[src/dwmd_pkg.sv]
package dwmd_pkg;

  // Fixed field widths
  localparam int SYM_W     = 5;
  localparam int WL_W      = 5;
  localparam int OUT_POS_W = 16;

  // Defaults for the top-level parameters
  localparam int ALPHABET_SIZE_DEF = 26;
  localparam int POSITION_BITS_DEF = 16;

  // Window length after reset
  localparam logic [WL_W-1:0] WL_RESET = WL_W'(14);

  // Table control bundle from the line tracker
  typedef struct packed {
    logic rd_en;
    logic wr_en;
    logic clr;
  } tbl_ctl_t;

endpackage

[src/dwmd_in_if.sv]
interface dwmd_in_if;
  logic                      valid;
  logic                      ready;
  logic [dwmd_pkg::SYM_W-1:0] symbol;
  logic                      end_of_line;

  modport source (output valid, output symbol, output end_of_line, input ready);
  modport sink (input valid, input symbol, input end_of_line, output ready);
endinterface

[src/dwmd_out_if.sv]
interface dwmd_out_if;
  logic                          valid;
  logic                          ready;
  logic                          marker_found;
  logic [dwmd_pkg::OUT_POS_W-1:0] marker_position;

  modport source (output valid, output marker_found, output marker_position, input ready);
  modport sink (input valid, input marker_found, input marker_position, output ready);
endinterface

[src/dwmd_table.sv]
module dwmd_table #(
  parameter int ALPHABET_SIZE = dwmd_pkg::ALPHABET_SIZE_DEF,
  parameter int POSITION_BITS = dwmd_pkg::POSITION_BITS_DEF,
  localparam int AW = (ALPHABET_SIZE > 1) ? $clog2(ALPHABET_SIZE) : 1
) (
  input  logic                     clk,
  input  logic                     rst_n,
  input  dwmd_pkg::tbl_ctl_t       ctl,
  input  logic [AW-1:0]            rd_addr,
  input  logic [AW-1:0]            wr_addr,
  input  logic [POSITION_BITS-1:0] wr_data,
  output logic [POSITION_BITS-1:0] prev_pos
);

  logic [POSITION_BITS-1:0] mem [ALPHABET_SIZE];
  logic [POSITION_BITS-1:0] rdata_r;
  logic [AW-1:0]            rd_addr_r;
  logic [ALPHABET_SIZE-1:0] valid_r;
  logic                     fwd_hit_r;
  logic [POSITION_BITS-1:0] fwd_pos_r;

  // Write last-seen position
  always_ff @(posedge clk) begin
    if (ctl.wr_en) begin
      mem[wr_addr] <= wr_data;
    end
  end

  // Registered read; catch a write to the same entry at that edge
  always_ff @(posedge clk) begin
    if (ctl.rd_en) begin
      rdata_r   <= mem[rd_addr];
      rd_addr_r <= rd_addr;
      fwd_pos_r <= wr_data;
    end
  end

  always_ff @(posedge clk) begin
    if (!rst_n) begin
      fwd_hit_r <= 1'b0;
    end else if (ctl.rd_en) begin
      fwd_hit_r <= ctl.wr_en && (wr_addr == rd_addr);
    end
  end

  // Entry valid bits; end of line clears them all, overriding a write
  always_ff @(posedge clk) begin
    if (!rst_n || ctl.clr) begin
      valid_r <= '0;
    end else if (ctl.wr_en) begin
      valid_r[wr_addr] <= 1'b1;
    end
  end

  // Never-seen entries read as zero
  always_comb begin
    if (!valid_r[rd_addr_r]) begin
      prev_pos = '0;
    end else if (fwd_hit_r) begin
      prev_pos = fwd_pos_r;
    end else begin
      prev_pos = rdata_r;
    end
  end

endmodule

[src/distinct_window_marker_detector.sv]
// A result passes through the stage-1 register and then the output register.
// Throughput: one symbol per cycle when not stalled; the last-seen table is read
// at acceptance and written back as the symbol leaves stage 1, with forwarding
// for back-to-back repeats. Input stalls only while a result waits in the output
// register and another is due. Reset: window length 14, line state and table
// valid bits cleared; no clearing pass over the table.
module distinct_window_marker_detector #(
  parameter int ALPHABET_SIZE = dwmd_pkg::ALPHABET_SIZE_DEF,
  parameter int POSITION_BITS = dwmd_pkg::POSITION_BITS_DEF,
  localparam int AW = (ALPHABET_SIZE > 1) ? $clog2(ALPHABET_SIZE) : 1
) (
  input  logic                       clk,
  input  logic                       rst_n,
  dwmd_in_if.sink                    in_s,
  dwmd_out_if.source                 out_s,
  input  logic                       cfg_wr_en,
  input  logic [dwmd_pkg::WL_W-1:0]  cfg_wr_data
);

  localparam logic [POSITION_BITS-1:0] POS_MAX = '1;

  logic                         accept;
  logic                         s1_valid_r;
  logic [dwmd_pkg::SYM_W-1:0]   s1_sym_r;
  logic                         s1_eol_r;
  logic [POSITION_BITS-1:0]     count_r;
  logic [POSITION_BITS-1:0]     floor_r;
  logic                         reported_r;
  logic [dwmd_pkg::WL_W-1:0]    wl_r;
  logic                         out_valid_r;
  logic                         out_found_r;
  logic [dwmd_pkg::OUT_POS_W-1:0] out_pos_r;

  logic                         in_range;
  logic [POSITION_BITS-1:0]     pos;
  logic [POSITION_BITS-1:0]     prev_pos;
  logic [POSITION_BITS-1:0]     floor_nxt;
  logic [dwmd_pkg::WL_W-1:0]    need;
  logic                         hit;
  logic                         emit;
  logic                         s1_adv;
  dwmd_pkg::tbl_ctl_t           tbl_ctl;

  // Configuration register
  always_ff @(posedge clk) begin
    if (!rst_n) begin
      wl_r <= dwmd_pkg::WL_RESET;
    end else if (cfg_wr_en) begin
      wl_r <= cfg_wr_data;
    end
  end

  // Input handshake
  assign in_s.ready = !s1_valid_r || s1_adv;
  assign accept     = in_s.valid && in_s.ready;

  always_ff @(posedge clk) begin
    if (!rst_n) begin
      s1_valid_r <= 1'b0;
    end else if (accept) begin
      s1_valid_r <= 1'b1;
    end else if (s1_adv) begin
      s1_valid_r <= 1'b0;
    end
  end

  always_ff @(posedge clk) begin
    if (accept) begin
      s1_sym_r <= in_s.symbol;
      s1_eol_r <= in_s.end_of_line;
    end
  end

  // Last-seen table
  assign tbl_ctl.rd_en = accept;
  assign tbl_ctl.wr_en = s1_adv && in_range;
  assign tbl_ctl.clr   = s1_adv && s1_eol_r;

  dwmd_table #(
    .ALPHABET_SIZE (ALPHABET_SIZE),
    .POSITION_BITS (POSITION_BITS)
  ) u_table (
    .clk      (clk),
    .rst_n    (rst_n),
    .ctl      (tbl_ctl),
    .rd_addr  (AW'(in_s.symbol)),
    .wr_addr  (AW'(s1_sym_r)),
    .wr_data  (pos),
    .prev_pos (prev_pos)
  );

  // Position, repeat floor and window test
  always_comb begin
    in_range  = int'(s1_sym_r) < ALPHABET_SIZE;
    pos       = (count_r < POS_MAX) ? count_r + 1'b1 : count_r;
    if (!in_range) begin
      floor_nxt = pos;
    end else if (prev_pos > floor_r) begin
      floor_nxt = prev_pos;
    end else begin
      floor_nxt = floor_r;
    end
    need   = (wl_r == '0) ? dwmd_pkg::WL_W'(1) : wl_r;
    hit    = !reported_r && ((pos - floor_nxt) >= POSITION_BITS'(need));
    emit   = !reported_r && (hit || s1_eol_r);
    s1_adv = s1_valid_r && (!emit || !out_valid_r || out_s.ready);
  end

  // Line state: advance, or clear at end of line
  always_ff @(posedge clk) begin
    if (!rst_n) begin
      count_r    <= '0;
      floor_r    <= '0;
      reported_r <= 1'b0;
    end else if (s1_adv) begin
      if (s1_eol_r) begin
        count_r    <= '0;
        floor_r    <= '0;
        reported_r <= 1'b0;
      end else begin
        count_r    <= pos;
        floor_r    <= floor_nxt;
        reported_r <= reported_r || hit;
      end
    end
  end

  // Output register
  always_ff @(posedge clk) begin
    if (!rst_n) begin
      out_valid_r <= 1'b0;
    end else if (s1_adv && emit) begin
      out_valid_r <= 1'b1;
    end else if (out_s.ready) begin
      out_valid_r <= 1'b0;
    end
  end

  always_ff @(posedge clk) begin
    if (s1_adv && emit) begin
      out_found_r <= hit;
      out_pos_r   <= hit ? dwmd_pkg::OUT_POS_W'(pos) : '0;
    end
  end

  assign out_s.valid           = out_valid_r;
  assign out_s.marker_found    = out_found_r;
  assign out_s.marker_position = out_pos_r;

endmodule
[src/flat_wrapper.sv]
// flat-port wrapper written by rule: the top's interface ports become plain ports
module distinct_window_marker_detector_flat 
#(
  parameter int ALPHABET_SIZE = dwmd_pkg::ALPHABET_SIZE_DEF,
  parameter int POSITION_BITS = dwmd_pkg::POSITION_BITS_DEF,
  localparam int AW = (ALPHABET_SIZE > 1) ? $clog2(ALPHABET_SIZE) : 1
)
  (clk, rst_n, cfg_wr_en, cfg_wr_data, in_s_valid, in_s_symbol, in_s_end_of_line, in_s_ready, out_s_valid, out_s_marker_found, out_s_marker_position, out_s_ready);
  dwmd_in_if in_s_i ();
  dwmd_out_if out_s_i ();
  input  logic clk;
  input  logic rst_n;
  input  logic cfg_wr_en;
  input  logic [dwmd_pkg::WL_W-1:0] cfg_wr_data;
  input wire logic [$bits(in_s_i.valid)-1:0] in_s_valid;
  input wire logic [$bits(in_s_i.symbol)-1:0] in_s_symbol;
  input wire logic [$bits(in_s_i.end_of_line)-1:0] in_s_end_of_line;
  output wire logic [$bits(in_s_i.ready)-1:0] in_s_ready;
  output wire logic [$bits(out_s_i.valid)-1:0] out_s_valid;
  output wire logic [$bits(out_s_i.marker_found)-1:0] out_s_marker_found;
  output wire logic [$bits(out_s_i.marker_position)-1:0] out_s_marker_position;
  input wire logic [$bits(out_s_i.ready)-1:0] out_s_ready;
  assign in_s_i.valid = in_s_valid;
  assign in_s_i.symbol = in_s_symbol;
  assign in_s_i.end_of_line = in_s_end_of_line;
  assign in_s_ready = in_s_i.ready;
  assign out_s_valid = out_s_i.valid;
  assign out_s_marker_found = out_s_i.marker_found;
  assign out_s_marker_position = out_s_i.marker_position;
  assign out_s_i.ready = out_s_ready;
  distinct_window_marker_detector #(.ALPHABET_SIZE(ALPHABET_SIZE), .POSITION_BITS(POSITION_BITS)) u_core (.clk(clk), .rst_n(rst_n), .in_s(in_s_i), .out_s(out_s_i), .cfg_wr_en(cfg_wr_en), .cfg_wr_data(cfg_wr_data));
endmodule
[config.mk]
export PLATFORM = sky130hd
export DESIGN_NAME = distinct_window_marker_detector_flat
export DESIGN_NICKNAME = d
export VERILOG_FILES = /design/src/dwmd_pkg.sv /design/src/dwmd_in_if.sv /design/src/dwmd_out_if.sv /design/src/dwmd_table.sv /design/src/distinct_window_marker_detector.sv /design/src/flat_wrapper.sv
export SDC_FILE = /design/constraint.sdc
export NUM_CORES = 1
export LEC_CHECK = 0
export ABC_AREA = 1
export BUFFER_PORTS_ARGS = -buffer_cell sky130_fd_sc_hd__buf_2
export CAP_MARGIN = 20
export CELL_PAD_IN_SITES_DETAIL_PLACEMENT = 0
export CELL_PAD_IN_SITES_GLOBAL_PLACEMENT = 1
export CORE_UTILIZATION = 55
export CTS_CLUSTER_SIZE = 8
export DETAILED_ROUTE_END_ITERATION = 16
export PLACE_DENSITY = 0.89
export SYNTH_ARGS = -nofsm -noshare
export SYNTH_HDL_FRONTEND = slang
export SYNTH_SLANG_ARGS = --single-unit
[constraint.sdc]
create_clock -name clk -period 18.2 [get_ports clk]
set_input_delay 3.64 -clock clk [delete_from_list [all_inputs] [get_ports clk]]
set_output_delay 3.64 -clock clk [all_outputs]
set_load 0.01 [all_outputs]
### After elaboration in Yosys (flattened, before gate mapping)

Memory sizes are Yosys's and may differ from the RTL's. A register that Yosys moved wholly into a read port is not among the register bits.
Index checks and enable logic that the tools add are counted.

| cells by class | value |
|---|---|
| add/subtract/negate cells | 2 |
| order comparisons | 6 |
| equality and inequality tests | 1 |
| multiplexer cells | 19 |
| bitwise gates (word level) | 1 |
| reduce and logical (&&, ||, !) cells | 23 |

Operator list:

| operator | count |
|---|---|
| $mux 16 | 7 |
| $or 26x26->26 | 1 |
| $add 16x1->16 const B | 1 |
| $ge 16x5->1 | 1 |
| $gt 16x16->1 | 1 |
| $lt 16x16->1 const B | 1 |
| $sub 16x16->16 | 1 |
| $logic_and 1x1->1 | 9 |
| $mux 1 | 9 |
| $logic_or 1x1->1 | 6 |
| $lt 5x6->1 const B | 1 |
| $bmux 1 s5 | 1 |
| $demux 1 s5 | 1 |
| $eq 5x5->1 | 1 |
| $ge 5x1->1 const B | 1 |
| $logic_not 1->1 | 5 |
| $logic_not 5->1 | 1 |
| $lt 5x5->1 const B | 1 |
| $mux 5 | 1 |
| $reduce_bool 2->1 | 2 |

| word-level totals | value |
|---|---|
| bits in registers | 106 |
| RAM bits | 416 |
| input bits | 16 |
| output and inout port bits | 19 |
| word-level logic and storage cells | 66 |
| memories | 1 |

Memories:

| name | depth | width | read ports | clocked after memory_dff | write ports | line | source |
|---|---|---|---|---|---|---|---|
| u_core.u_table.mem | 26 | 16 | 1 | 1 | 1 | dwmd_table.sv:15 | `logic [POSITION_BITS-1:0] mem [ALPHABET_SIZE];` |

### Longest topological paths before layout

| logic depth | value |
|---|---|
| depth in word-level cells | 18 |
| gate-level depth with buffers | 53 |
| depth with buffers taken out | 49 |

### Modules after synthesis

From an unflattened synthesis, not the netlist that was laid out.

| second synthesis, totals | value |
|---|---|
| cells, all modules | 2384 |
| area total of the unflattened synthesis | 24322.1 µm² |

By module, submodules not included:

| module | instances | cells an instance | area each (µm²) | sequential area each (µm²) |
|---|---|---|---|---|
| dwmd_table | 1 | 1656 | 19464.9 | 14143.6 |
| distinct_window_marker_detector | 1 | 728 | 4857.2 | 1491.4 |

### Worst setup path before layout

OpenSTA, ideal clock, no wires.

| timing | value |
|---|---|
| path type | flip-flop to output port |
| start point | register u_core.s1_sym_r[0] (netlist bit) |
| end point | output port in_s_ready |
| arrival time | 4968 ps |
| data required time | 14560 ps |
| path slack | 9592 ps |
| stages on the path, launching flop included | 44 |
| path buffers | 4 |
| cells stage by stage | edfxtp_1 -> buf_6 -> inv_2 -> buf_6 -> nand2_1 -> nand2_1 -> nand2_1 -> nand2_1 -> nand2_1 -> nand2_1 -> nor2_1 -> nand2_1 -> clkbuf_1 -> nand2_1 -> inv_1 -> ha_1 -> a21oi_1 -> a21oi_1 -> [... 8 more ...] -> nand2_1 -> nand3_1 -> xnor2_1 -> inv_1 -> ha_1 -> nand2_1 -> inv_1 -> nand2_1 -> nand3_1 -> nand2_1 -> nand2_1 -> nor2_1 -> nand4_1 -> nor2_1 -> nand4_1 -> nor2_1 -> nand3_2 -> nand4_1 |

| on the way | value |
|---|---|
| word-level cells in the longest chain between the ends | 16 |
| elaborated cells on any way between the ends | 17 |
| those cells by class | 1 x add/sub; 3 x order compare; 5 x mux; 8 x reduce/logical |

Ends and longest elaborated chain:

| element | line | source |
|---|---|---|
| start: declaration | distinct_window_marker_detector.sv:24 | `logic [dwmd_pkg::SYM_W-1:0] s1_sym_r;` |
| start signal: assignment | distinct_window_marker_detector.sv:69 | `s1_sym_r <= in_s.symbol;` |
| $bmux 1 s5 | -- |  |
| $mux 1 | -- |  |
| $mux 16 | -- |  |
| $gt 16x16->1 | -- |  |
| $mux 16 | -- |  |
| $mux 16 * | distinct_window_marker_detector.sv:96 | `if (!in_range) begin` |
| $sub 16x16->16 * | distinct_window_marker_detector.sv:104 | `hit = !reported_r && ((pos - floor_nxt) >= POSITION_BITS'(need));` |
| $ge 16x5->1 * | distinct_window_marker_detector.sv:104 |  |
| $logic_and 1x1->1 * | distinct_window_marker_detector.sv:104 |  |
| $logic_or 1x1->1 * | distinct_window_marker_detector.sv:105 | `emit = !reported_r && (hit \|\| s1_eol_r);` |
| $logic_and 1x1->1 * | distinct_window_marker_detector.sv:105 |  |
| $logic_not 1->1 * | distinct_window_marker_detector.sv:106 | `s1_adv = s1_valid_r && (!emit \|\| !out_valid_r \|\| out_s.ready);` |
| $logic_or 1x1->1 * (2 in a row) | distinct_window_marker_detector.sv:106 |  |
| $logic_and 1x1->1 * | distinct_window_marker_detector.sv:106 |  |
| $logic_or 1x1->1 * | distinct_window_marker_detector.sv:54 | `assign in_s.ready = !s1_valid_r \|\| s1_adv;` |
| end: declaration | flat_wrapper.sv:18 | `output wire logic [$bits(in_s_i.ready)-1:0] in_s_ready;` |

Mark *: on every way between the ends. The rest lies on a longest branch, timed or not. The select of a mux whose other input is x is not followed.

### Worst setup path in the final report

Ends and elaborated chain as after synthesis.

==> summary.md <==
| Metric | Value |
|---|---|
| Status | `completed` |
| Min-delay worst type | `flip-flop to flip-flop` |
| CTS buffer count | `77` |
| Delay-heaviest family, CP | `simple AND/OR/NAND/NOR gates` |
| Post-Syn Area per Cell | `10.8 µm²` |
| Most common cell after layout, fill and taps aside | `edfxtp_1` |
| Antenna violations before repair | `0` |
| CTS root buf | `clkbuf_16` |
| YS warnings | `0` |
| Max-slew violation count | `0` |
| Busiest grt layer | `met2` |
| Syn nets | `2221` |
| Cell depth of the worst flop-to-flop path | `38` |
| Width of the die | `208 µm` |
| Post-CTS setup buffers | `0` |
| Post-route cell area | `0.0262 mm²` |
| Slew headroom | `25.0%` |
| Synth Instances | `2167` |
| Clock skew | `26.7 ps` |
| # setup viols final | `0` |
| Worst Tran Pin Value | `1120 ps` |
| Hold path cells | `2` |
| N_diodes | `0` |
| RR Endpoint | `u_core.u_table.mem[20][5]` |
| Clock Latency Late Sink | `610 ps` |
| Vias in the first global route | `16500` |
| Hpwl dp | `35200 µm` |
| Row count | `75` |
| Hold path startpoint | `u_core.u_table.valid_r[15]` |
| Grt met1 use | `39.0%` |
| Via count | `16900` |
| Hold Fails Final Rpt | `0` |
| GRT Total Usage | `28.6%` |
| I/O Buffers | `34` |
| Critical path capture point type | `primary output` |
| Crit-path max cell delay | `760 ps` |
| Drt total wl | `61800 µm` |
| Critical path required time | `14560 ps` |
| GRT overflow | `0` |
| CTS tree | `built` |
| CTS max path bufs | `3` |
| Met3 track demand over resource | `5.15%` |
| Most frequent cells in the layout | `edfxtp_1 (471), nor2_1 (349), nand2_1 (292)` |
| Antenna Nets Post-Route | `0` |
| Setup TNS | `0 ps` |
| Die area | `0.0434 mm²` |
| Buf+Inv Stages, Crit Path | `5` |
| # DRC | `0` |
| Element type at the critical path start | `flip-flop` |
| DRT iter0 DRCs | `1786` |
| Global placement routability congestion | `0.867` |
| Ports | `35` |
| Met2 global-route usage | `44.0%` |
| Fmax | `92.7 MHz` |
| Yosys cell types | `47` |
| Cts hold-fix bufs | `0` |
| Post-synthesis sequential area ratio | `66.1%` |
| Reg2reg start | `u_core.s1_sym_r[0]` |
| Final period utilization | `59.3%` |
| Drt first pass iters | `7` |
| Max Cap Viol | `0` |
| RSZ-0062 raised after global routing | `no` |
| Initial core utilization | `55.8%` |
| Placed Area | `0.0240 mm²` |
| Final Critical Period | `10790 ps` |
| Final nets | `2241` |
| PD cells | `113 mW/mm²` |
| FF-to-FF setup slack | `10300 ps` |
| Wire per inst | `22.3 µm` |
| Die Y-Extent | `208 µm` |
| Crit path max fanout | `24` |
| Share of cells above drive strength 1 | `7.87%` |
| Area of the core | `0.0419 mm²` |
| FF+latch count, synth | `538` |
| Hold path endpoint | `u_core.u_table.valid_r[15]` |
| Area Growth Syn to Fin | `12.0%` |
| Leakage | `9.65 nW` |
| Critical path's slowest cell | `edfxtp_1` |
| Global-route wire length before repair | `93800 µm` |
| CTS sink cnt | `538` |
| Mapped Area | `0.0234 mm²` |
| Drt via density | `6.08` |
| CP dominant cell by count | `nand2_1` |
| Worst setup path class | `flip-flop to primary output` |
| WP data arrival | `7150 ps` |
| Max VDD drop | `0.0000812 V` |
| H-tree depth | `3` |
| Clock-pin transition on the worst setup and hold timing paths | `50 ps` |
| CTS resizes | `0` |
| Largest net degree at the start of global routing | `134` |
[through the flow]
stage               setup WS [ps]  utilization, %  hold slack, ps  std cells  total power, mW
floorplan                    9590               -             428       2167             1.58
global placement             8330            57.2             447       2646             1.66
detailed placement           8070            57.2             447       2647             1.67
CTS                          7430            62.5             455       2774             2.97
global route                 6560            62.5             475       2774             3.05
finish                       7410            62.5             453       2774             2.96
[how the worst max path moves through the flow]
| stage | from | end | slack, ps | cells past startpoint |
|---|---|---|---|---|
| finish | u_core.s1_sym_r[0] | in_s_ready | 7410 | 37 |
| global route | u_core.s1_sym_r[0] | in_s_ready | 6560 | 42 |
| CTS | u_core.s1_sym_r[0] | in_s_ready | 7430 | 42 |
| detailed placement | u_core.s1_sym_r[0] | in_s_ready | 8070 | 42 |
| global placement | u_core.s1_sym_r[0] | in_s_ready | 8330 | 37 |
| floorplan | u_core.s1_sym_r[0] | in_s_ready | 9590 | 43 |
[per-layer routing]
layer  vias up  share of wire (%)
met5         -                  0
met4         0                4.5
met3       140                 10
met2       933                 45
met1      8053                 40
li1       7735                  -
[Yosys cell counts (all sizes together)]
library cell,n,area [µm²]
a21boi,2,18.8
clkinv,1,3.75
a41o,1,10.0
o22ai,33,206
nor4,5,31.3
o221ai,64,561
inv,179,674
a32oi,8,70.1
a21o,1,7.51
clkbuf,90,338
ha,37,463
nor2,350,1320
fa,1,20.0
o21bai,2,15.0
a31oi,16,100
or3,1,6.26
o21ai,280,1400
a211oi,2,15.0
o2111ai,1,8.76
nand2,296,1130
xor2,9,78.8
o211ai,22,165
xnor2,2,17.5
o21a,3,22.5
nand4,39,244
nor3,19,100
edfxtp,471,14100
nand3,50,273
buf,33,216
or2,1,6.26
o311ai,1,8.76
a21oi,80,404
dfxtp,67,1340
[logic make-up (layout without fill, tap and decap cells)]
logic type	count (synthesis)	in the layout	share of synthesized area [%]
AO/OA/AOI/OAI	516	516	12.9
flip-flops	538	538	66.1
adder cells (fa/ha/maj)	38	38	2.06
buffers and inverters	303	371	5.26
AND/OR/NAND/NOR	761	761	13.3
XOR/XNOR	11	11	0.412
[layout make-up]
| type | instances | area, µm² |
|---|---|---|
| fill | 3223 | 15700 |
| clock inverter | 7 | 111 |
| sequential | 538 | 15500 |
| inverter | 180 | 683 |
| tap | 539 | 674 |
| multi-input combinational | 1326 | 6740 |
| clock buffer | 120 | 2110 |
| timing repair buffer | 64 | 414 |
[where the power goes]
group / leakage (nW) / switching, mW / internal [mW]
combinational: 3.69 / 0.197 / 0.0751
sequential: 4.90 / 0.00909 / 1.37
clock: 1.05 / 0.517 / 0.793
total: 9.65 / 0.723 / 2.24
[worst min-delay path, cell delays in order, from the launching register on]
cell and delay [ps]:
dfxtp_1 310, inv_1 50, a21oi_1 50
[state kept, by name (all words and copies together) (netlist names)]
register / count
u_core.u_table.mem: 416
u_core.u_table.valid_r: 26
u_core.count_r: 16
u_core.floor_r: 16
u_core.out_s.marker_position: 16
u_core.u_table.fwd_pos_r: 16
u_core.u_table.rdata_r: 16
u_core.s1_sym_r: 5
u_core.wl_r: 5
u_core.out_s.marker_found: 1
u_core.out_s.valid: 1
u_core.reported_r: 1
u_core.s1_eol_r: 1
u_core.s1_valid_r: 1
u_core.u_table.fwd_hit_r: 1
Note: power is estimated with default switching activity, not from simulation.
